`src/hw/rtl/asc_pkg.sv`:
```
// Package for the aliquot sum classifier.
// Holds the controller states, the command and status words shared by
// the controller and datapath, and the fixed result width. No dependencies.
package asc_pkg;

  localparam int unsigned SumOutW = 18;

  typedef enum logic [2:0] {
    ST_IDLE,
    ST_CHECK,
    ST_DIV,
    ST_ACCUM,
    ST_FINISH
  } asc_state_e;

  typedef struct packed {
    logic load;       // capture n, reset trial divisor and sum
    logic div_start;  // load remainder unit with n
    logic div_step;   // one restoring divide step
    logic accum;      // add divisor on zero remainder, advance divisor
    logic publish;    // move sum and flags to output register
  } asc_cmd_t;

  typedef struct packed {
    logic trial_done;  // divisor has reached n
    logic div_last;    // current step is the last bit of the remainder
    logic out_full;    // output register holds a word not taken this cycle
  } asc_status_t;

endpackage

```
`src/hw/rtl/asc_if.sv`:
```
// Valid/ready channel interfaces for the aliquot sum classifier.
// Depends on asc_pkg for the result width.
interface asc_in_if #(
  parameter int unsigned NUMBER_WIDTH = 16
);
  logic                    valid;
  logic                    ready;
  logic [NUMBER_WIDTH-1:0] number;

  modport source (output valid, output number, input ready);
  modport sink (input valid, input number, output ready);
endinterface

interface asc_out_if;
  import asc_pkg::*;
  logic               valid;
  logic               ready;
  logic [SumOutW-1:0] aliquot_sum;
  logic               is_perfect;
  logic               is_prime;

  modport source (output valid, output aliquot_sum, output is_perfect, output is_prime,
                  input ready);
  modport sink (input valid, input aliquot_sum, input is_perfect, input is_prime,
                output ready);
endinterface

```
`src/hw/rtl/asc_ctrl.sv`:
```
// Sequencer for the aliquot sum classifier.
// Steps the trial divisor loop and the bit-serial remainder unit through
// command words; depends on asc_pkg.
module asc_ctrl
  import asc_pkg::*;
(
  input  logic        clk_i,
  input  logic        rst_ni,
  input  logic        in_valid_i,
  output logic        in_ready_o,
  input  asc_status_t status_i,
  output asc_cmd_t    cmd_o
);

  asc_state_e state_q, state_d;

  always_ff @(posedge clk_i or negedge rst_ni) begin
    if (!rst_ni) begin
      state_q <= ST_IDLE;
    end else begin
      state_q <= state_d;
    end
  end

  always_comb begin
    state_d    = state_q;
    cmd_o      = '0;
    in_ready_o = 1'b0;
    case (state_q)
      ST_IDLE: begin
        in_ready_o = 1'b1;
        if (in_valid_i) begin
          cmd_o.load = 1'b1;
          state_d    = ST_CHECK;
        end
      end
      ST_CHECK: begin
        if (status_i.trial_done) begin
          state_d = ST_FINISH;
        end else begin
          cmd_o.div_start = 1'b1;
          state_d         = ST_DIV;
        end
      end
      ST_DIV: begin
        cmd_o.div_step = 1'b1;
        if (status_i.div_last) begin
          state_d = ST_ACCUM;
        end
      end
      ST_ACCUM: begin
        cmd_o.accum = 1'b1;
        state_d     = ST_CHECK;
      end
      ST_FINISH: begin
        // hold until the output register frees up
        if (!status_i.out_full) begin
          cmd_o.publish = 1'b1;
          state_d       = ST_IDLE;
        end
      end
      default: begin
        state_d = ST_IDLE;
      end
    endcase
  end

endmodule

```
`src/hw/rtl/asc_dpath.sv`:
```
// Datapath for the aliquot sum classifier: operand and trial divisor
// registers, a restoring remainder unit one bit per cycle, the running sum
// and the output register. Depends on asc_pkg.
module asc_dpath
  import asc_pkg::*;
#(
  parameter int unsigned NUMBER_WIDTH = 16
) (
  input  logic                    clk_i,
  input  logic                    rst_ni,
  input  asc_cmd_t                cmd_i,
  output asc_status_t             status_o,
  input  logic [NUMBER_WIDTH-1:0] number_i,
  output logic                    out_valid_o,
  input  logic                    out_ready_i,
  output logic [SumOutW-1:0]      aliquot_sum_o,
  output logic                    is_perfect_o,
  output logic                    is_prime_o
);

  // aliquot sum stays below 8n for any n under 2^32
  localparam int unsigned SumW = NUMBER_WIDTH + 3;
  localparam int unsigned ExtW = (SumW > SumOutW) ? SumW : SumOutW;
  localparam int unsigned CntW = (NUMBER_WIDTH > 1) ? $clog2(NUMBER_WIDTH) : 1;

  logic [NUMBER_WIDTH-1:0] n_q;
  logic [NUMBER_WIDTH-1:0] div_q;
  logic [NUMBER_WIDTH-1:0] dvd_q, dvd_d;
  logic [NUMBER_WIDTH-1:0] rem_q, rem_d;
  logic [CntW-1:0]         cnt_q;
  logic [SumW-1:0]         sum_q;
  logic                    out_valid_q;
  logic [SumOutW-1:0]      out_sum_q;
  logic                    out_perfect_q;
  logic                    out_prime_q;

  logic [NUMBER_WIDTH:0]   rem_sh;
  logic [NUMBER_WIDTH-1:0] rem_sub;
  logic                    rem_ge;
  logic [ExtW-1:0]         sum_ext;
  logic                    perfect;
  logic                    prime;

  // restoring divide step: shift in next dividend bit, subtract if it fits
  assign rem_sh  = {rem_q, dvd_q[NUMBER_WIDTH-1]};
  assign rem_sub = rem_sh[NUMBER_WIDTH-1:0] - div_q;
  assign rem_ge  = (rem_sh >= {1'b0, div_q});

  always_comb begin
    rem_d = rem_q;
    dvd_d = dvd_q;
    if (cmd_i.div_start) begin
      rem_d = '0;
      dvd_d = n_q;
    end else if (cmd_i.div_step) begin
      rem_d = rem_ge ? rem_sub : rem_sh[NUMBER_WIDTH-1:0];
      dvd_d = {dvd_q[NUMBER_WIDTH-2:0], 1'b0};
    end
  end

  always_ff @(posedge clk_i) begin
    rem_q <= rem_d;
    dvd_q <= dvd_d;
    if (cmd_i.load) begin
      n_q   <= number_i;
      div_q <= NUMBER_WIDTH'(1);
      sum_q <= '0;
    end else if (cmd_i.accum) begin
      if (rem_q == '0) begin
        sum_q <= sum_q + SumW'(div_q);
      end
      div_q <= div_q + NUMBER_WIDTH'(1);
    end
  end

  always_ff @(posedge clk_i or negedge rst_ni) begin
    if (!rst_ni) begin
      cnt_q <= '0;
    end else if (cmd_i.div_start) begin
      cnt_q <= '0;
    end else if (cmd_i.div_step) begin
      cnt_q <= cnt_q + CntW'(1);
    end
  end

  assign sum_ext = ExtW'(sum_q);
  assign perfect = (n_q != '0) && (sum_q == SumW'(n_q));
  assign prime   = (sum_q == SumW'(1));

  always_ff @(posedge clk_i or negedge rst_ni) begin
    if (!rst_ni) begin
      out_valid_q <= 1'b0;
    end else if (cmd_i.publish) begin
      out_valid_q <= 1'b1;
    end else if (out_ready_i) begin
      out_valid_q <= 1'b0;
    end
  end

  always_ff @(posedge clk_i) begin
    if (cmd_i.publish) begin
      out_sum_q     <= sum_ext[SumOutW-1:0];
      out_perfect_q <= perfect;
      out_prime_q   <= prime;
    end
  end

  assign status_o.trial_done = (div_q >= n_q);
  assign status_o.div_last   = (cnt_q == CntW'(NUMBER_WIDTH - 1));
  assign status_o.out_full   = out_valid_q && !out_ready_i;

  assign out_valid_o   = out_valid_q;
  assign aliquot_sum_o = out_sum_q;
  assign is_perfect_o  = out_perfect_q;
  assign is_prime_o    = out_prime_q;

endmodule

```
`src/hw/rtl/aliquot_sum_classifier.sv`:
```
// Aliquot sum classifier: takes one unsigned word n and returns the sum of
// its divisors below n, a perfect flag (n > 0 and sum equal to n) and a prime
// flag (sum equal to one). Divisors are found by trial division of n by every
// i from 1 to n-1 in one shared remainder unit that resolves one bit per
// cycle, so the work for a word grows with n. One word is worked at a time;
// a finished result waits in an output register while the next word is
// accepted. Inputs 0 and 1 finish without any trial, with a sum of zero.
// Depends on asc_pkg, asc_if, asc_ctrl and asc_dpath.
module aliquot_sum_classifier
  import asc_pkg::*;
#(
  parameter int unsigned NUMBER_WIDTH = 16
) (
  input  logic      clk_i,
  input  logic      rst_ni,
  asc_in_if.sink    in_i,
  asc_out_if.source out_o
);

  asc_cmd_t    cmd;
  asc_status_t status;

  asc_ctrl u_ctrl (
    .clk_i      (clk_i),
    .rst_ni     (rst_ni),
    .in_valid_i (in_i.valid),
    .in_ready_o (in_i.ready),
    .status_i   (status),
    .cmd_o      (cmd)
  );

  asc_dpath #(
    .NUMBER_WIDTH (NUMBER_WIDTH)
  ) u_dpath (
    .clk_i         (clk_i),
    .rst_ni        (rst_ni),
    .cmd_i         (cmd),
    .status_o      (status),
    .number_i      (in_i.number),
    .out_valid_o   (out_o.valid),
    .out_ready_i   (out_o.ready),
    .aliquot_sum_o (out_o.aliquot_sum),
    .is_perfect_o  (out_o.is_perfect),
    .is_prime_o    (out_o.is_prime)
  );

endmodule

```
`src/flat_wrapper.sv`:
```
// flat-port wrapper written by rule: the top's interface ports become plain ports
module aliquot_sum_classifier_flat import asc_pkg::*;
#(
  parameter int unsigned NUMBER_WIDTH = 16
)
  (clk_i, rst_ni, in_i_valid, in_i_number, in_i_ready, out_o_valid, out_o_aliquot_sum, out_o_is_perfect, out_o_is_prime, out_o_ready);
  asc_in_if #(.NUMBER_WIDTH(NUMBER_WIDTH)) in_i_i ();
  asc_out_if out_o_i ();
  input  logic clk_i;
  input  logic rst_ni;
  input wire logic [$bits(in_i_i.valid)-1:0] in_i_valid;
  input wire logic [$bits(in_i_i.number)-1:0] in_i_number;
  output wire logic [$bits(in_i_i.ready)-1:0] in_i_ready;
  output wire logic [$bits(out_o_i.valid)-1:0] out_o_valid;
  output wire logic [$bits(out_o_i.aliquot_sum)-1:0] out_o_aliquot_sum;
  output wire logic [$bits(out_o_i.is_perfect)-1:0] out_o_is_perfect;
  output wire logic [$bits(out_o_i.is_prime)-1:0] out_o_is_prime;
  input wire logic [$bits(out_o_i.ready)-1:0] out_o_ready;
  assign in_i_i.valid = in_i_valid;
  assign in_i_i.number = in_i_number;
  assign in_i_ready = in_i_i.ready;
  assign out_o_valid = out_o_i.valid;
  assign out_o_aliquot_sum = out_o_i.aliquot_sum;
  assign out_o_is_perfect = out_o_i.is_perfect;
  assign out_o_is_prime = out_o_i.is_prime;
  assign out_o_i.ready = out_o_ready;
  aliquot_sum_classifier #(.NUMBER_WIDTH(NUMBER_WIDTH)) u_core (.clk_i(clk_i), .rst_ni(rst_ni), .in_i(in_i_i), .out_o(out_o_i));
endmodule
```
`config.mk`:
```
export PLATFORM = sky130hd
export DESIGN_NAME = aliquot_sum_classifier_flat
export DESIGN_NICKNAME = d
export VERILOG_FILES = /design/src/hw/rtl/asc_pkg.sv /design/src/hw/rtl/asc_if.sv /design/src/hw/rtl/asc_ctrl.sv /design/src/hw/rtl/asc_dpath.sv /design/src/hw/rtl/aliquot_sum_classifier.sv /design/src/flat_wrapper.sv
export SDC_FILE = /design/constraint.sdc
export NUM_CORES = 1
export LEC_CHECK = 0
export BUFFER_PORTS_ARGS = -buffer_cell sky130_fd_sc_hd__buf_2
export CAP_MARGIN = 0
export CORE_MARGIN = 5
export CORE_UTILIZATION = 55
export CTS_CLUSTER_SIZE = 30
export DETAILED_ROUTE_END_ITERATION = 10
export PLACE_DENSITY = 0.77
export SLEW_MARGIN = 5
export SYNTH_ARGS = -nofsm -noshare
export SYNTH_HDL_FRONTEND = slang
export SYNTH_HIERARCHICAL = 1
export SYNTH_SLANG_ARGS = --single-unit
```
`constraint.sdc`:
```
create_clock -name clk_i -period 4.32 [get_ports clk_i]
set_input_delay 0.864 -clock clk_i [delete_from_list [all_inputs] [get_ports clk_i]]
set_output_delay 0.864 -clock clk_i [all_outputs]
set_load 0.005 [all_outputs]
```
==> impl_results.md <==
- Fin Setup TNS: 0 ps
- Critical Path End: u_core/u_dpath/dvd_q[4]
- Reg2Reg Setup Slack: 870 ps
- Worst Setup End Kind: flip-flop
- Post-CTS Hold Fix Bufs: 0
- Number of detailed-route iterations in the first pass: 5
- CP Launch Point: u_core/u_dpath/div_q[0]
- Die area: 14450 um^2
- Max-cap violations: 0
- Mapped Nets: 763
- Setup-failing EPs final: 0
- Post-placement cell area: 7024 um^2
- Class of the worst hold path: input pin to asynchronous set/reset pin
- Clk_skew: 7.972 ps
- Rel. slew slack: 20.65%
- Antenna violations before repair: 0
- Area Growth Syn to Fin: 9.345%
- Die width: 120.2 um
- Reg2reg end: u_core/u_dpath/dvd_q[4]
- Arrival time worst endpoint: 3450 ps
- Sequential fraction of the synthesis area: 41.65%
- Post-DP HPWL: 11790 um
- Fill count: 1001
- DR vias: 5435
- Status: completed
- # IOs: 42
- Top cell type by total area after synthesis: edfxtp_1
- Startpoint types: flip-flop
- Root Buffer Master: clkbuf_16
- Synth cell count leaders: 60 x nor2_1, 52 x edfxtp_1, 51 x dfxtp_1, 50 x ha_1, 47 x inv_1
- Die height: 120.2 um
- Clock slew at reported path FFs: 80 ps
- Worst setup path class: flip-flop to flip-flop
- Vias per cell: 6.190
- Fin cells: 878
- Placeable Area: 11960 um^2
- Aggregate global routing overflow: 0
- Most frequent cell after synthesis: nor2_1
- Main area contributors after synthesis: edfxtp_1 23%, dfxtp_1 15%, ha_1 9.4%
- Cell area after synthesis: 6681 um^2
- Crit path required time: 4320 ps
- Worst-Skew Late Latency: 370 ps
- Final instance area: 7306 um^2
- DR WL/cell: 18.21 um
- # resized after CTS: 0
- Starting Density: 55.86%
- R2r worst-path depth: 13
- Fraction of registers with async set/reset: 7.207%
- Share of layout cells above drive strength 1: 13.00%
- Inst Count DP: 862
- Routability cong.: 0.9213
- Power per cell area: 601.7 nW/um^2
- Port bufs: 41
- Dpl ws: 916.6 ps
- RSZ-0062 raised after global routing: false
- Top cell type's share of synthesized area: 23.37%
- GRT Util Overall: 22.11%
- Clock net sink count: 111
- ANT nets after route: 0
- Cells after Synth: 691
- Fmax: 289.6 MHz
- Final Hold Viols: 0
- Final Cycle Share: 79.93%
- VDD IR max: 0.0004277 V
- WL final: 15990 um
- Sw frac: 39.75%
- Global-route wire length before repair: 25360 um
- DR iter-0 viols: 371
- Setup bufs post-CTS: 0
- Cell internal pwr: 2648 uW
- Cell Rows: 40
- Sequential power share: 36.5%
- Slew @ Worst Pin: 1190 ps
- Max FO, Critical Path: 16
- Syn Area/Cell: 9.669 um^2
- Yosys reg bits: 111
- Final Max Slew Viols: 0
- Sw power: 1747 uW
- Total CTS buffers: 9
- Drt drc: 0
- Antenna cells: 0
- Reg2Reg Launch Point: u_core/u_dpath/div_q[0]
- Clock share of power: 18.2%
- Fin worst setup slack: 867.0 ps
- EDFF count, synth: 52
- Gate power share: 45.2%
- Largest net degree at the start of global routing: 56
- Netlist cell types: 71
- Synth Warn #: 6
- Vias in the first global route: 5019
- CTS max path bufs: 2
- Post-layout min period: 3453 ps
- H-tree Lvls: 3
- CTS tree: done
- Pleak: 0.002954 uW
- Nets: 798
- Synth Flop Type: edfxtp_1
[cell usage in the layout (no fill, tap or decap), types with 13 or more instances in the layout]
cell	Yosys	routed
buf_2	2	41
nor3_1	15	15
a21o_1	13	13
nand3_1	23	23
a211oi_1	17	17
o21ai_0	17	17
mux2_2	19	19
edfxtp_1	52	52
nor2_1	60	59
nand4_1	24	24
nand2_1	45	45
inv_1	47	47
ha_1	50	50
a21oi_1	39	39
xnor2_1	33	33
dfxtp_1	51	51
nor4_1	17	17
xor2_1	13	13
[power groups by stage]
stage | combinational [uW] | sequential, uW | clock, uW
6_report | 1990 | 1610 | 802
5_1_grt | 2180 | 1630 | 856
4_1_cts | 1970 | 1600 | 811
3_5_place_dp | 1950 | 1620 | 0
3_3_place_gp | 1880 | 1620 | 0
2_1_floorplan | 1610 | 1540 | 0
[cell families (layout without fill, tap and decap cells)]
group	Yosys count	in the layout	synth area share [%]
AO/OA/AOI/OAI	145	145	14.96
XOR/XNOR	46	46	6.030
adder cells (fa/ha/maj)	52	52	9.963
buffers and inverters	73	113	4.438
flip-flops	111	111	41.65
multiplexers	31	31	5.000
AND/OR/NAND/NOR	233	233	17.96
[through the flow]
| step | util, % | hold slack (ps) | total power, uW |
|---|---|---|---|
| floorplan | - | 474.7 | 3152 |
| global placement | 58.72 | 506.6 | 3499 |
| detailed placement | 58.72 | 518.5 | 3571 |
| CTS | 61.08 | 329.2 | 4378 |
| global route | 61.08 | 340.5 | 4667 |
| finish | 61.08 | 327.6 | 4396 |
[worst max-delay path: stages (launching register included)]
cell      delay, ps
dfxtp_1         480
inv_1            80
ha_1            270
nand2b_1        140
a21o_1          180
a21o_1          190
a21o_1          170
a211oi_1        220
o21ai_0         150
or2_1           260
nor2_2          120
buf_4           200
inv_1           110
nand2_1         510
[routing by layer]
metal | GRT usage [%] | wire length (um) | up-vias
met5 | 0 | 0 | -
met4 | 10.41 | 461 | 0
met3 | 3.274 | 1023 | 39
met2 | 34.98 | 7272 | 218
met1 | 30.00 | 7230 | 2548
li1 | - | - | 2630
[area by class of cell]
class	instances	area [um^2]	share of cell area, %
clock buffer	9	225.2	3.083
clock inverter	7	56.30	0.7707
inverter	48	180.2	2.466
multi-input combinational	507	3612	49.44
sequential	111	2783	38.09
tap	147	183.9	2.518
timing repair buffer	49	265.3	3.631
[flip-flops by register name (all words and copies together), names as in the netlist]
name                          cells
u_core/u_dpath/dvd_q             16
u_core/u_ctrl/state_q             3
u_core/u_dpath/out_valid_o        1
u_core/u_dpath/div_q             16
u_core/u_dpath/sum_ext           19
u_core/u_dpath/cnt_q              4
u_core/u_dpath/is_prime_o         1
u_core/u_dpath/rem_q             16
u_core/u_dpath/is_perfect_o       1
u_core/u_dpath/n_q               16
u_core/u_dpath/aliquot_sum_o     18
[worst min path at each step]
stage	to	depth (start not counted)	slack [ps]	startpoint
after global placement	u_core/u_dpath/rem_q[13]	2	510	u_core/u_dpath/rem_q[13]
after CTS	u_core/u_dpath/cnt_q[0]	1	330	rst_ni
after floorplan	u_core/u_dpath/rem_q[13]	2	470	u_core/u_dpath/rem_q[13]
final	u_core/u_dpath/cnt_q[3]	1	330	rst_ni
after detailed placement	u_core/u_dpath/rem_q[6]	2	520	u_core/u_dpath/rem_q[6]
after global routing	u_core/u_dpath/cnt_q[0]	1	340	rst_ni
No activity file was read; power rests on OpenSTA's default activity.
